[config.mk]
export PLATFORM = sky130hd
export DESIGN_NAME = largest_blob_by_color_select
export DESIGN_NICKNAME = d
export VERILOG_FILES = /design/src/hdl/lbs_pkg.sv /design/src/hdl/lbs_front.sv /design/src/hdl/lbs_queue.sv /design/src/hdl/lbs_back.sv /design/src/hdl/largest_blob_by_color_select.sv
export SDC_FILE = /design/constraint.sdc
export NUM_CORES = 1
export LEC_CHECK = 0
export BUFFER_PORTS_ARGS = -buffer_cell sky130_fd_sc_hd__buf_4
export CAP_MARGIN = 10
export CELL_PAD_IN_SITES_DETAIL_PLACEMENT = 0
export CELL_PAD_IN_SITES_GLOBAL_PLACEMENT = 1
export CORE_MARGIN = 1
export CORE_UTILIZATION = 49
export DETAILED_ROUTE_END_ITERATION = 10
export GPL_TIMING_DRIVEN = 0
export PLACE_DENSITY = 0.88
export SYNTH_ARGS = -nofsm -noshare
export SYNTH_HDL_FRONTEND = slang
export SYNTH_SLANG_ARGS = --single-unit
[constraint.sdc]
create_clock -name i_clk -period 10.1 [get_ports i_clk]
set_input_delay 2.02 -clock i_clk [delete_from_list [all_inputs] [get_ports i_clk]]
set_output_delay 2.02 -clock i_clk [all_outputs]
set_load 0.01 [all_outputs]
[src/hdl/lbs_pkg.sv]
// Shared types and constants for the largest-blob-by-color selector.
// Holds the classified record word that flows from the front part to the back part.
// No dependencies.
package lbs_pkg;

    localparam int MAX_BLOBS = 8;
    localparam int POS_W     = $clog2(MAX_BLOBS + 1);

    localparam int COORD_W = 8;
    localparam int AREA_W  = 16;
    localparam int IDX_W   = 3;
    localparam int COLOR_W = 8;

    localparam int CFG_IDX_W  = 1;
    localparam int CFG_DATA_W = 16;
    localparam logic [CFG_IDX_W-1:0] CFG_TARGET_COLOR = 1'b0;
    localparam logic [CFG_IDX_W-1:0] CFG_MIN_AREA     = 1'b1;

    localparam int Q_DEPTH = 2;
    localparam int Q_PTR_W = $clog2(Q_DEPTH);
    localparam int Q_CNT_W = $clog2(Q_DEPTH + 1);

    typedef struct packed {
        logic               empty;
        logic               last;
        logic               first;
        logic               in_range;
        logic               match;
        logic [IDX_W-1:0]   index;
        logic [COORD_W-1:0] center_x;
        logic [COORD_W-1:0] center_y;
        logic [COORD_W-1:0] width;
        logic [COORD_W-1:0] height;
    } t_rec;

endpackage

[src/hdl/lbs_front.sv]
// Front part: takes blob records, tracks the position within the frame and
// classifies each record into a t_rec word for the queue. Depends on lbs_pkg.
module lbs_front
    import lbs_pkg::*;
(
    input  logic               i_clk,
    input  logic               i_rst_n,
    input  logic [COLOR_W-1:0] i_target_color,
    input  logic               i_in_valid,
    output logic               o_in_ready,
    input  logic [COLOR_W-1:0] i_in_color,
    input  logic [COORD_W-1:0] i_in_x_left,
    input  logic [COORD_W-1:0] i_in_y_top,
    input  logic [COORD_W-1:0] i_in_x_right,
    input  logic [COORD_W-1:0] i_in_y_bottom,
    input  logic               i_in_last,
    input  logic               i_in_empty_frame,
    output logic               o_q_valid,
    input  logic               i_q_ready,
    output t_rec               o_q_data
);

    logic [POS_W-1:0]   r_pos;
    logic [POS_W-1:0]   n_pos;
    logic               accept;
    logic               in_range;
    logic [COORD_W:0]   sum_x;
    logic [COORD_W:0]   sum_y;

    assign o_in_ready = i_q_ready;
    assign o_q_valid  = i_in_valid;
    assign accept     = i_in_valid & i_q_ready;
    assign in_range   = (r_pos < POS_W'(MAX_BLOBS));

    always_comb begin
        sum_x = {1'b0, i_in_x_left} + {1'b0, i_in_x_right};
        sum_y = {1'b0, i_in_y_top} + {1'b0, i_in_y_bottom};

        o_q_data.empty    = i_in_empty_frame;
        o_q_data.last     = i_in_last;
        o_q_data.first    = (r_pos == '0);
        o_q_data.in_range = in_range;
        o_q_data.match    = (i_in_color == i_target_color);
        o_q_data.index    = IDX_W'(r_pos);
        o_q_data.center_x = sum_x[COORD_W:1];
        o_q_data.center_y = sum_y[COORD_W:1];
        o_q_data.width    = (i_in_x_left >= i_in_x_right) ? (i_in_x_left - i_in_x_right)
                                                          : (i_in_x_right - i_in_x_left);
        o_q_data.height   = (i_in_y_top >= i_in_y_bottom) ? (i_in_y_top - i_in_y_bottom)
                                                          : (i_in_y_bottom - i_in_y_top);
    end

    // The position saturates once MAX_BLOBS records are in; later records pass unscored.
    always_comb begin
        n_pos = r_pos;
        if (i_in_empty_frame || i_in_last) begin
            n_pos = '0;
        end else if (in_range) begin
            n_pos = r_pos + POS_W'(1);
        end
    end

    always_ff @(posedge i_clk) begin
        if (!i_rst_n) begin
            r_pos <= '0;
        end else if (accept) begin
            r_pos <= n_pos;
        end
    end

endmodule

[src/hdl/lbs_queue.sv]
// Short queue of classified records between the front and back parts.
// Depends on lbs_pkg for t_rec and the depth constants.
module lbs_queue
    import lbs_pkg::*;
(
    input  logic i_clk,
    input  logic i_rst_n,
    input  logic i_wr_valid,
    output logic o_wr_ready,
    input  t_rec i_wr_data,
    output logic o_rd_valid,
    input  logic i_rd_ready,
    output t_rec o_rd_data
);

    t_rec               r_mem [Q_DEPTH];
    logic [Q_PTR_W-1:0] r_wptr;
    logic [Q_PTR_W-1:0] r_rptr;
    logic [Q_CNT_W-1:0] r_count;
    logic               push;
    logic               pop;

    assign o_wr_ready = (r_count != Q_CNT_W'(Q_DEPTH));
    assign o_rd_valid = (r_count != '0);
    assign o_rd_data  = r_mem[r_rptr];
    assign push       = i_wr_valid & o_wr_ready;
    assign pop        = o_rd_valid & i_rd_ready;

    always_ff @(posedge i_clk) begin
        if (!i_rst_n) begin
            r_wptr  <= '0;
            r_rptr  <= '0;
            r_count <= '0;
        end else begin
            if (push) begin
                r_wptr <= r_wptr + Q_PTR_W'(1);
            end
            if (pop) begin
                r_rptr <= r_rptr + Q_PTR_W'(1);
            end
            if (push && !pop) begin
                r_count <= r_count + Q_CNT_W'(1);
            end else if (pop && !push) begin
                r_count <= r_count - Q_CNT_W'(1);
            end
        end
    end

    always_ff @(posedge i_clk) begin
        if (push) begin
            r_mem[r_wptr] <= i_wr_data;
        end
    end

endmodule

[src/hdl/lbs_back.sv]
// Back part: scores each queued record by area, keeps the running best and
// writes one result word per frame into the output register. Depends on lbs_pkg.
module lbs_back
    import lbs_pkg::*;
(
    input  logic               i_clk,
    input  logic               i_rst_n,
    input  logic [AREA_W-1:0]  i_min_area,
    input  logic               i_q_valid,
    output logic               o_q_ready,
    input  t_rec               i_q_data,
    output logic               o_out_valid,
    input  logic               i_out_ready,
    output logic               o_out_found,
    output logic [IDX_W-1:0]   o_out_best_index,
    output logic [COORD_W-1:0] o_out_center_x,
    output logic [COORD_W-1:0] o_out_center_y,
    output logic [COORD_W-1:0] o_out_width,
    output logic [COORD_W-1:0] o_out_height,
    output logic [AREA_W-1:0]  o_out_area
);

    logic               r_have;
    logic [AREA_W-1:0]  r_best_area;
    logic [IDX_W-1:0]   r_idx;
    logic [COORD_W-1:0] r_cx;
    logic [COORD_W-1:0] r_cy;
    logic [COORD_W-1:0] r_w;
    logic [COORD_W-1:0] r_h;

    logic               r_o_valid;
    logic               r_o_found;
    logic [IDX_W-1:0]   r_o_idx;
    logic [COORD_W-1:0] r_o_cx;
    logic [COORD_W-1:0] r_o_cy;
    logic [COORD_W-1:0] r_o_w;
    logic [COORD_W-1:0] r_o_h;
    logic [AREA_W-1:0]  r_o_area;

    logic [AREA_W-1:0]  prod;
    logic [AREA_W-1:0]  base_area;
    logic               base_have;
    logic               take;
    logic               n_have;
    logic [AREA_W-1:0]  n_best_area;
    logic [IDX_W-1:0]   n_idx;
    logic [COORD_W-1:0] n_cx;
    logic [COORD_W-1:0] n_cy;
    logic [COORD_W-1:0] n_w;
    logic [COORD_W-1:0] n_h;
    logic               emit;
    logic               pop;

    // The first record of a frame starts from min_area with nothing chosen.
    always_comb begin
        prod        = {{(AREA_W-COORD_W){1'b0}}, i_q_data.width}
                    * {{(AREA_W-COORD_W){1'b0}}, i_q_data.height};
        base_area   = i_q_data.first ? i_min_area : r_best_area;
        base_have   = i_q_data.first ? 1'b0 : r_have;
        take        = !i_q_data.empty && i_q_data.in_range && i_q_data.match
                    && (prod >= base_area);
        n_have      = !i_q_data.empty && (take || base_have);
        n_best_area = take ? prod : base_area;
        n_idx       = take ? i_q_data.index    : r_idx;
        n_cx        = take ? i_q_data.center_x : r_cx;
        n_cy        = take ? i_q_data.center_y : r_cy;
        n_w         = take ? i_q_data.width    : r_w;
        n_h         = take ? i_q_data.height   : r_h;
        emit        = i_q_data.empty || i_q_data.last;
    end

    assign o_q_ready = !emit || !r_o_valid || i_out_ready;
    assign pop       = i_q_valid & o_q_ready;

    always_ff @(posedge i_clk) begin
        if (!i_rst_n) begin
            r_have    <= 1'b0;
            r_o_valid <= 1'b0;
        end else begin
            if (pop) begin
                r_have <= emit ? 1'b0 : n_have;
            end
            if (pop && emit) begin
                r_o_valid <= 1'b1;
            end else if (i_out_ready) begin
                r_o_valid <= 1'b0;
            end
        end
    end

    always_ff @(posedge i_clk) begin
        if (pop) begin
            r_best_area <= n_best_area;
            r_idx       <= n_idx;
            r_cx        <= n_cx;
            r_cy        <= n_cy;
            r_w         <= n_w;
            r_h         <= n_h;
        end
        // A frame with nothing chosen reports zeros in every field.
        if (pop && emit) begin
            r_o_found <= n_have;
            r_o_idx   <= n_have ? n_idx : '0;
            r_o_cx    <= n_have ? n_cx : '0;
            r_o_cy    <= n_have ? n_cy : '0;
            r_o_w     <= n_have ? n_w : '0;
            r_o_h     <= n_have ? n_h : '0;
            r_o_area  <= n_have ? n_best_area : '0;
        end
    end

    assign o_out_valid      = r_o_valid;
    assign o_out_found      = r_o_found;
    assign o_out_best_index = r_o_idx;
    assign o_out_center_x   = r_o_cx;
    assign o_out_center_y   = r_o_cy;
    assign o_out_width      = r_o_w;
    assign o_out_height     = r_o_h;
    assign o_out_area       = r_o_area;

endmodule

[src/hdl/largest_blob_by_color_select.sv]
// Largest blob by color selector, top level.
// Use: write target_color (index 0) and min_area (index 1) on the cfg channel
// while the block is idle; the cfg channel is always ready. Then stream a
// frame's blob records on the in channel, one word per record, with last on
// the final record, or a single word with empty_frame set for a frame with no
// records. One result word per frame leaves on the out channel: found, the
// index of the largest matching rectangle (later record wins a tie), its
// center, width, height and area; all fields are zero when nothing was found.
// Records past MAX_BLOBS in a frame are not scored.
// The last word of a frame passes through the queue before its result is
// registered. Throughput: one record per cycle while results are taken,
// set by the combinational area multiply and compare in the back part.
// A two-word queue separates the front and back parts, and the result sits in
// an output register, so records keep flowing while a result waits; when the
// receiver stalls, the back part holds at the next frame end and the queue
// then fills and drops in-channel ready.
// Reset (synchronous, active low) clears the configuration registers to zero,
// empties the queue and the output register and starts a new frame.
// Depends on lbs_pkg, lbs_front, lbs_queue and lbs_back.
module largest_blob_by_color_select
    import lbs_pkg::*;
(
    input  logic                  i_clk,
    input  logic                  i_rst_n,
    input  logic                  i_cfg_valid,
    output logic                  o_cfg_ready,
    input  logic [CFG_IDX_W-1:0]  i_cfg_index,
    input  logic [CFG_DATA_W-1:0] i_cfg_data,
    input  logic                  i_in_valid,
    output logic                  o_in_ready,
    input  logic [COLOR_W-1:0]    i_in_color,
    input  logic [COORD_W-1:0]    i_in_x_left,
    input  logic [COORD_W-1:0]    i_in_y_top,
    input  logic [COORD_W-1:0]    i_in_x_right,
    input  logic [COORD_W-1:0]    i_in_y_bottom,
    input  logic                  i_in_last,
    input  logic                  i_in_empty_frame,
    output logic                  o_out_valid,
    input  logic                  i_out_ready,
    output logic                  o_out_found,
    output logic [IDX_W-1:0]      o_out_best_index,
    output logic [COORD_W-1:0]    o_out_center_x,
    output logic [COORD_W-1:0]    o_out_center_y,
    output logic [COORD_W-1:0]    o_out_width,
    output logic [COORD_W-1:0]    o_out_height,
    output logic [AREA_W-1:0]     o_out_area
);

    logic [COLOR_W-1:0] r_target_color;
    logic [AREA_W-1:0]  r_min_area;

    logic fq_valid;
    logic fq_ready;
    t_rec fq_data;
    logic qb_valid;
    logic qb_ready;
    t_rec qb_data;

    assign o_cfg_ready = 1'b1;

    always_ff @(posedge i_clk) begin
        if (!i_rst_n) begin
            r_target_color <= '0;
            r_min_area     <= '0;
        end else if (i_cfg_valid) begin
            case (i_cfg_index)
                CFG_TARGET_COLOR: r_target_color <= i_cfg_data[COLOR_W-1:0];
                CFG_MIN_AREA:     r_min_area     <= i_cfg_data[AREA_W-1:0];
                default:          r_min_area     <= r_min_area;
            endcase
        end
    end

    lbs_front u_front (
        .i_clk            (i_clk),
        .i_rst_n          (i_rst_n),
        .i_target_color   (r_target_color),
        .i_in_valid       (i_in_valid),
        .o_in_ready       (o_in_ready),
        .i_in_color       (i_in_color),
        .i_in_x_left      (i_in_x_left),
        .i_in_y_top       (i_in_y_top),
        .i_in_x_right     (i_in_x_right),
        .i_in_y_bottom    (i_in_y_bottom),
        .i_in_last        (i_in_last),
        .i_in_empty_frame (i_in_empty_frame),
        .o_q_valid        (fq_valid),
        .i_q_ready        (fq_ready),
        .o_q_data         (fq_data)
    );

    lbs_queue u_queue (
        .i_clk      (i_clk),
        .i_rst_n    (i_rst_n),
        .i_wr_valid (fq_valid),
        .o_wr_ready (fq_ready),
        .i_wr_data  (fq_data),
        .o_rd_valid (qb_valid),
        .i_rd_ready (qb_ready),
        .o_rd_data  (qb_data)
    );

    lbs_back u_back (
        .i_clk            (i_clk),
        .i_rst_n          (i_rst_n),
        .i_min_area       (r_min_area),
        .i_q_valid        (qb_valid),
        .o_q_ready        (qb_ready),
        .i_q_data         (qb_data),
        .o_out_valid      (o_out_valid),
        .i_out_ready      (i_out_ready),
        .o_out_found      (o_out_found),
        .o_out_best_index (o_out_best_index),
        .o_out_center_x   (o_out_center_x),
        .o_out_center_y   (o_out_center_y),
        .o_out_width      (o_out_width),
        .o_out_height     (o_out_height),
        .o_out_area       (o_out_area)
    );

endmodule

==> results.toml, run 1 <==
[route]
vias = 8664
first_iter_violations = 386
drc = 0
detail_route.wl_per_cell_um = 16.8
vias_per_cell = 5.30
antenna_left = 0
firstDrtPassIters = 5
routed_wl_um = 27500

[clocking]
insertion_delay_ns = 0.52
clock-root-buffer = "clkbuf_16"
cts_buffers = 23
ctsResizeCount = 0
cts.clk_slew.worst_paths_ns = 0.06
cts_tree = "yes"
cts.sinks = 218
cts.path.max_buffers = 3
h-tree-depth = 1
post-cts-setup-buffers = 0
cts_hold_buffers = 0

[worst_setup_path]
crit_type = "flop to flop"
cp-end-kind = "flop"
cp_max_fo = 10
crit_arrival_ns = 8.95
cpPeakStageDelay_ns = 0.91
crit_slowest_cell = "mux2i_1"
start_kind = "flop"
cp.required_ns = 10.39

[global_route]
gr-total-overflow = 0
grt_max_degree = 34
antenna_found_initial = 0
grt_pass1_wl_um = 44300
track_usage_pct = 19.8
grt_pass1_vias = 8696

[cells_and_area]
multiInputGateArea_um2 = 6470
diodes = 0
syn_to_final_growth_pct = 16.3
drive_gt1_share_pct = 21.4
fillers = 2215
ff_latch_area_um2 = 6200
fin_nets = 1483

[sta]
setup_viol_count_final = 0
slew_viol_final = 0
period_needed_ns = 8.66
skew_ns = 0.0161
finalHoldViolCount = 0
rsz0062_at_grt = "no"
worst_hold_slack_ns = 0.476
fin_crit_sh_pct = 85.7
slew_headroom_pct = 25.0
tightest_slew_ns = 1.09
fmax_ghz = 0.115
fin_tns_setup_ns = 0

[die]
coreArea_um2 = 26900
fp-row-count = 60
die_width_um = 168
initial_core_util_pct = 49.9
floorplan.die_area_um2 = 28100
ioPinCount = 119
dieHeight_um = 168

[logic_synthesis]
yosysWarnings = 0
synth_area_leader_cell = "edfxtp_1"
synth_cells = 1126
ys_seq_area_share_pct = 46.2
ys_seq_elements = 218
netlist_area_um2 = 13400
synthTopCellsByArea = "edfxtp_1 (41%), ha_1 (9.4%), mux2i_1 (8.1%), fa_1 (6.3%), mux2_2 (5.4%)"
syn-num-nets = 1333
synth.top_cell.area_share_pct = 40.9
avgSynthCellArea_um2 = 11.9
synth.distinct_cells = 53

[placement]
dpl.hpwl_um = 20700
globalplace.congestion = 0.895
port_buffers = 117

[run]
timing.max_cap.violations = 0

[worst_hold_path]
hp-class = "flop to flop"

[status]
outcome = "finished, final reports clean"
final cells by class:
type | count | area share [%]
Tap cell | 341 | 2.73
Sequential cell | 218 | 39.7
Buffer | 37 | 1.60
Multi-Input combinational cell | 733 | 41.5
Clock buffer | 26 | 3.76
Inverter | 138 | 3.32
Timing Repair Buffer | 125 | 6.37
Clock inverter | 16 | 1.09
routing by layer:
layer	wire, um	GRT usage, %
met5	0	0
met4	557	5.58
met3	1170	2.74
met2	13500	34.3
met1	12300	25.8
registers in the layout (all words and copies together) (netlist names), 2 cells and up, named ones only:
name	count
u_back.o_out_width	8
u_back.r_cx	8
u_back.o_out_center_y	8
u_back.r_best_area	16
r_target_color	8
u_front.r_pos	4
u_back.o_out_height	8
u_back.o_out_area	16
u_queue.r_mem	80
u_back.o_out_center_x	8
u_back.o_out_best_index	3
u_back.r_idx	3
u_queue.r_count	2
u_back.r_cy	8
u_back.r_w	8
r_min_area	16
u_back.r_h	8
metrics by stage:
stage / worst slack [ns] / instances / util (%) / cell area (um^2)
after global routing: 1.07 / 1634 / 58.1 / 15600
after global placement: 1.05 / 1584 / 54.8 / 14700
after CTS: 1.48 / 1634 / 58.1 / 15600
final: 1.44 / 1634 / 58.1 / 15600
after detailed placement: 1.49 / 1592 / 55.3 / 14900
after floorplan: 2.91 / 1126 / - / 13400
cells in the mapped netlist (all sizes together):
library cell	number
edfxtp	183
inv	138
mux2i	109
ha	101
nor2	72
mux2	68
nand2	61
a21oi	46
fa	42
dfxtp	35
and2	31
xnor2	31
buf	25
a21boi	22
xor2	17
o21ai	14
o21bai	13
clkbuf	12
nand4	12
nor2b	12
or2	10
a221oi	8
nor3	8
and3	7
nand2b	7
nand3	6
a21o	5
o31ai	4
a211oi	3
o21a	3
a2111oi	2
a41o	2
and4	2
nand4b	2
nor3b	2
o31a	2
a22oi	1
a32o	1
a41oi	1
conb	1
nand4bb	1
o2111ai	1
o211ai	1
o2bb2ai	1
or3	1
cell families (layout without fill, tap and decap cells):
family,after synthesis,after routing,share of synthesized area (%)
other,1,1,0.0279
adders and majority gates,143,143,15.7
AOI/OAI and AO/OA,130,130,6.88
buffers and inverters,175,342,5.72
muxes,177,177,14.0
xor gates and xnor gates,48,48,3.13
DFF,218,218,46.2
and+or+nand+nor,234,234,8.43
critical path, delay by kind of cell (launching register included):
family | cells | cell delay (ns)
and+or+nand+nor | 4 | 0.63
AOI/OAI and AO/OA | 5 | 1.59
muxes | 2 | 1.27
DFF | 1 | 0.30
adders and majority gates | 6 | 2.69
buffers and inverters | 10 | 1.58
xor gates and xnor gates | 1 | 0.37
worst paths after layout:
path	from	end	slack, ns	cells past startpoint
worst max-delay path	flop	u_back.o_out_width[6]$_SDFFCE_PN0P_	1.44	28
worst max register to register	flop	u_back.o_out_width[6]$_SDFFCE_PN0P_	1.44	28
worst min-delay path	r_min_area[7]$_SDFFE_PN0P_	r_min_area[7]$_SDFFE_PN0P_	0.48	2
worst min register to register	r_min_area[7]$_SDFFE_PN0P_	r_min_area[7]$_SDFFE_PN0P_	0.48	2
cells in the final DEF (no fill, tap or decap), drive strengths merged, types with 12 or more instances in the layout:
master / count
mux2: 68
mux2i: 109
nand4: 12
nand2: 61
xnor2: 31
o21ai: 14
edfxtp: 183
buf: 150
and2: 31
clkbuf: 38
o21bai: 13
ha: 101
xor2: 17
nor2b: 12
inv: 141
a21oi: 46
nor2: 72
dfxtp: 35
fa: 42
a21boi: 22
Power of run 1 is left out: the tool's default activity adds up to more than one toggle a clock period on the data nets, which glitch-free logic cannot reach.
==> run 2: changes to the inputs <==
--- a/config.mk
+++ b/config.mk
@@ -11,9 +11,11 @@
 export CELL_PAD_IN_SITES_GLOBAL_PLACEMENT = 1
 export CORE_MARGIN = 1
 export CORE_UTILIZATION = 49
+export CTS_CLUSTER_DIAMETER = 30
 export DETAILED_ROUTE_END_ITERATION = 10
 export GPL_TIMING_DRIVEN = 0
-export PLACE_DENSITY = 0.88
+export PLACE_DENSITY = 0.8
+export SLEW_MARGIN = 20
 export SYNTH_ARGS = -nofsm -noshare
 export SYNTH_HDL_FRONTEND = slang
 export SYNTH_SLANG_ARGS = --single-unit
==> run 2 against run 1 <==
Die area unchanged. Highest routed layer unchanged. Critical endpoint is now u_back.r_cx[5]$_DFFE_PP_. Largest cell class unchanged. Global-route usage up 1.2 points. Clock-buffer cell count up 22. Clock skew up 0.0047 ns. Sequential cell count unchanged. Register-to-register slack worse by 0.06 ns. Via count up 0.89%. Cell area up 5.0%. Non-clock buffer count up 1. Routed wire length up 4.1%. First-iteration DRC count up 12%. Sequential share of layout area down 1.9 points.
==> results.toml, run 2 (synthesis gave the netlist of run 1 again) <==
[status]
outcome = "finished, final reports clean"

[worst_setup_path]
cp_max_fo = 10
cpPeakStageDelay_ns = 0.87
crit_type = "flop to flop"
reg2reg_to = "u_back.r_cx[5]$_DFFE_PP_"
cp.required_ns = 10.38
cp-end-kind = "flop"
ff2ff_setup_slack_ns = 1.38
crit_arrival_ns = 9.00
crit_path_end = "u_back.r_cx[5]$_DFFE_PP_"
crit_slowest_cell = "mux2i_1"
start_kind = "flop"
ff2ff_path_depth = 28

[die]
dieHeight_um = 168
initial_core_util_pct = 49.9
floorplan.die_area_um2 = 28100
die_width_um = 168
fp-row-count = 60
coreArea_um2 = 26900
ioPinCount = 119

[sta]
period_needed_ns = 8.72
fin_tns_setup_ns = 0
skew_ns = 0.0208
tightest_slew_ns = 1.07
worst_hold_slack_ns = 0.465
setup_ws_ns = 1.38
setup_viol_count_final = 0
finalHoldViolCount = 0
slew_viol_final = 0
rsz0062_at_grt = "no"
fin_crit_sh_pct = 86.4
fmax_ghz = 0.115
slew_headroom_pct = 26.9

[cells_and_area]
final_common_cell = "edfxtp_1"
drive_gt1_share_pct = 23.8
fillers = 2201
diodes = 0
largest_reg_flops = 80
top_register = "u_queue.r_mem"
layout_common_cells = "edfxtp_1 (183), inv_1 (137), buf_4 (130), mux2i_1 (108), ha_1 (101)"
syn_to_final_growth_pct = 22.2
fin_nets = 1507

[global_route]
grt_use_met2_pct = 35.7
use_met3_pct = 4.02
gr-total-overflow = 0
use_met1_pct = 27.3
busiest_layer = "met2"
grt_max_degree = 35
grt_pass1_vias = 8918
track_usage_pct = 21.0
grt_pass1_wl_um = 46200
antenna_found_initial = 0

[clocking]
h-tree-depth = 2
cts_buffers = 46
clock-root-buffer = "clkbuf_16"
cts_tree = "yes"
ctsResizeCount = 0
cts.sinks = 218
cts.path.max_buffers = 3
cts.clk_slew.worst_paths_ns = 0.05
cts_hold_buffers = 0
insertion_delay_ns = 0.54
post-cts-setup-buffers = 0

[placement]
pre_cts_ws_ns = 1.42
port_buffers = 117
globalplace.congestion = 0.909
dpl.hpwl_um = 21300

[route]
antenna_left = 0
detail_route.wl_per_cell_um = 17.1
drc = 0
firstDrtPassIters = 7
vias_per_cell = 5.22
first_iter_violations = 433
routed_wl_um = 28600
vias = 8741

[worst_hold_path]
hp-class = "flop to flop"

[run]
timing.max_cap.violations = 0
[run 2: cell types whose count changed in the layout (fill, tap and decap cells not counted), sizes merged]
cell,previous run,this run
inv,141,147
buf,150,151
bufinv,3,5
clkinv,7,16
clkbuf,38,60
clkinvlp,3,4
[run 2: layout make-up]
| class | instances | area (um^2) | area share [%] |
|---|---|---|---|
| inverter | 138 | 520 | 3.17 |
| multi-input combinational | 733 | 6470 | 39.5 |
| timing repair buffer | 126 | 991 | 6.04 |
| buffer | 37 | 250 | 1.53 |
| clock inverter | 34 | 384 | 2.34 |
| tap | 341 | 427 | 2.60 |
| clock buffer | 48 | 1160 | 7.06 |
| sequential | 218 | 6200 | 37.8 |
[run 2: through the flow]
stage	area [um^2]	cells	utilization [%]
CTS	16400	1675	61.0
finish	16400	1675	61.0
global route	16400	1675	61.0
global placement	14700	1584	54.8
detailed placement	14900	1593	55.3
floorplan	13400	1126	-
[run 2: metal layers]
metal / part of all wire, % / vias to the layer above
met5: 0 / -
met4: 1.9 / 0
met3: 4.8 / 45
met2: 49 / 178
met1: 45 / 4229
li1: - / 4289
[run 2: critical path, delay by kind of cell, from the launching register on]
family | cells | cell delay [ns]
muxes | 2 | 1.18
buffers and inverters | 10 | 1.58
AOI/OAI and AO/OA | 5 | 1.71
DFF | 1 | 0.31
and+or+nand+nor | 4 | 0.63
adders and majority gates | 6 | 2.71
xor gates and xnor gates | 1 | 0.33
[run 2: worst min path at each step]
| stage | startpoint | end | slack [ns] | cells after the start |
|---|---|---|---|---|
| detailed placement | r_min_area[14]$_SDFFE_PN0P_ | r_min_area[14]$_SDFFE_PN0P_ | 0.46 | 2 |
| finish | r_min_area[7]$_SDFFE_PN0P_ | r_min_area[7]$_SDFFE_PN0P_ | 0.47 | 2 |
| global route | r_min_area[7]$_SDFFE_PN0P_ | r_min_area[7]$_SDFFE_PN0P_ | 0.49 | 2 |
| global placement | r_min_area[14]$_SDFFE_PN0P_ | r_min_area[14]$_SDFFE_PN0P_ | 0.46 | 2 |
| floorplan | r_min_area[0]$_SDFFE_PN0P_ | r_min_area[0]$_SDFFE_PN0P_ | 0.44 | 2 |
| CTS | r_min_area[7]$_SDFFE_PN0P_ | r_min_area[7]$_SDFFE_PN0P_ | 0.47 | 2 |
Power of run 2 is left out for the same reason.
==> run 3: changes to the inputs <==
--- a/config.mk
+++ b/config.mk
@@ -14,8 +14,8 @@
 export CTS_CLUSTER_DIAMETER = 30
 export DETAILED_ROUTE_END_ITERATION = 10
 export GPL_TIMING_DRIVEN = 0
-export PLACE_DENSITY = 0.8
-export SLEW_MARGIN = 20
+export PLACE_DENSITY_LB_ADDON = 0.1
+export SLEW_MARGIN = 40
 export SYNTH_ARGS = -nofsm -noshare
 export SYNTH_HDL_FRONTEND = slang
 export SYNTH_SLANG_ARGS = --single-unit
==> constraint.sdc (replaced) <==
create_clock -name i_clk -period 10.1 [get_ports i_clk]
set_input_delay 2.02 -clock i_clk [delete_from_list [all_inputs] [get_ports i_clk]]
set_output_delay 2.02 -clock i_clk [all_outputs]
set_load 0.005 [all_outputs]
==> run 3 against run 2 <==
Highest routed layer unchanged. Largest cell class unchanged. Critical path depth is the same. Clock skew decreased by 0.0070 ns. Die area stayed put. Sequential cell count stayed put. Routed wire length is 3.0% higher.
==> results.toml, run 3 (synthesis gave the netlist of run 1 again) <==
[status]
outcome = "finished, final reports clean"

[worst_setup_path]
cp.required_ns = 10.38
crit_arrival_ns = 8.94
ff2ff_path_depth = 28
ff2ff_setup_slack_ns = 1.44
cp-end-kind = "flop"
reg2reg_to = "u_back.r_cx[6]$_DFFE_PP_"
crit_type = "flop to flop"
cpPeakStageDelay_ns = 0.73
crit_slowest_cell = "mux2i_2"
cp_max_fo = 10
start_kind = "flop"

[cells_and_area]
fillers = 2248
final_common_cell = "edfxtp_1"
drive_gt1_share_pct = 24.7
diodes = 0
layout_common_cells = "edfxtp_1 (183), inv_1 (137), buf_4 (127), ha_1 (101), mux2i_1 (92)"
largest_reg_flops = 80
top_register = "u_queue.r_mem"
fin_nets = 1511
syn_to_final_growth_pct = 22.8

[sta]
setup_viol_count_final = 0
period_needed_ns = 8.66
fin_tns_setup_ns = 0
skew_ns = 0.0138
slew_viol_final = 0
finalHoldViolCount = 0
rsz0062_at_grt = "no"
tightest_slew_ns = 0.826
fmax_ghz = 0.115
slew_headroom_pct = 43.4
fin_crit_sh_pct = 85.8

[clocking]
cts_buffers = 47
h-tree-depth = 2
cts_tree = "yes"
cts.clk_slew.worst_paths_ns = 0.05
post-cts-setup-buffers = 0
cts.path.max_buffers = 3
insertion_delay_ns = 0.53
cts.sinks = 218
ctsResizeCount = 0
cts_hold_buffers = 0
clock-root-buffer = "clkbuf_16"

[worst_hold_path]
hold_start = "r_min_area[4]$_SDFFE_PN0P_"
hold-path-endpoint = "r_min_area[4]$_SDFFE_PN0P_"
holdPathStages = 2
hp-class = "flop to flop"

[route]
first_iter_violations = 412
drc = 0
detail_route.wl_per_cell_um = 17.5
routed_wl_um = 29500
vias = 8822
vias_per_cell = 5.24
firstDrtPassIters = 4
antenna_left = 0

[global_route]
gr-total-overflow = 0
track_usage_pct = 21.5
grt_max_degree = 38
grt_pass1_wl_um = 47200
grt_pass1_vias = 9036
antenna_found_initial = 0

[placement]
dpl.hpwl_um = 21900
port_buffers = 117
globalplace.congestion = 0.850

[die]
dieHeight_um = 168
ioPinCount = 119
initial_core_util_pct = 49.9
coreArea_um2 = 26900
fp-row-count = 60
die_width_um = 168
floorplan.die_area_um2 = 28100

[run]
timing.max_cap.violations = 0
## run 3: cell types whose count changed in the layout (fill, tap and decap cells not counted), sizes merged
cell	before	now
inv	147	140
clkinv	16	18
buf	151	154
clkbuf	60	69
clkinvlp	4	8
bufinv	5	3
## run 3: stage by stage
stage | cell area, um^2 | utilization (%) | hold WS (ns) | setup WS, ns | cells
after floorplan | 13400 | - | 0.441 | 2.91 | 1126
after detailed placement | 15000 | 55.6 | 0.466 | 1.56 | 1596
final | 16500 | 61.3 | 0.472 | 1.44 | 1684
after global placement | 14700 | 54.8 | 0.461 | 0.739 | 1584
after CTS | 16500 | 61.3 | 0.474 | 1.49 | 1684
after global routing | 16500 | 61.3 | 0.502 | 1.03 | 1684
## run 3: critical path, delay by kind of cell, from the launching register on
kind / cells / cell delay, ns
flops: 1 / 0.29
simple gates: 4 / 0.63
compound gates: 5 / 1.58
buf+inv: 10 / 1.67
fa+ha+maj: 6 / 2.77
xor+xnor: 1 / 0.40
mux: 2 / 1.05
## run 3: worst max path at each step
stage,slack (ns),end
after floorplan,2.91,u_back.r_cx[5]$_DFFE_PP_
after global placement,0.74,u_back.o_out_width[6]$_SDFFCE_PN0P_
after detailed placement,1.56,u_back.r_cx[6]$_DFFE_PP_
after CTS,1.49,u_back.r_cx[6]$_DFFE_PP_
after global routing,1.03,u_back.o_out_area[0]$_SDFFCE_PN0P_
final,1.44,u_back.r_cx[6]$_DFFE_PP_
## run 3: layer usage
metal	global-route usage, %	part of all wire (%)
met5	0	0
met4	5.74	1.7
met3	3.26	3.2
met2	37.2	49
met1	28.0	46
## run 3: cell type report
class | count | area, um^2 | area share, %
clock inverter | 31 | 287 | 1.74
timing repair buffer | 129 | 1020 | 6.19
multi-input combinational | 733 | 6540 | 39.7
tap | 341 | 427 | 2.59
inverter | 138 | 520 | 3.16
sequential | 218 | 6200 | 37.6
buffer | 37 | 250 | 1.52
clock buffer | 57 | 1240 | 7.55
Power of run 3 is left out for the same reason.
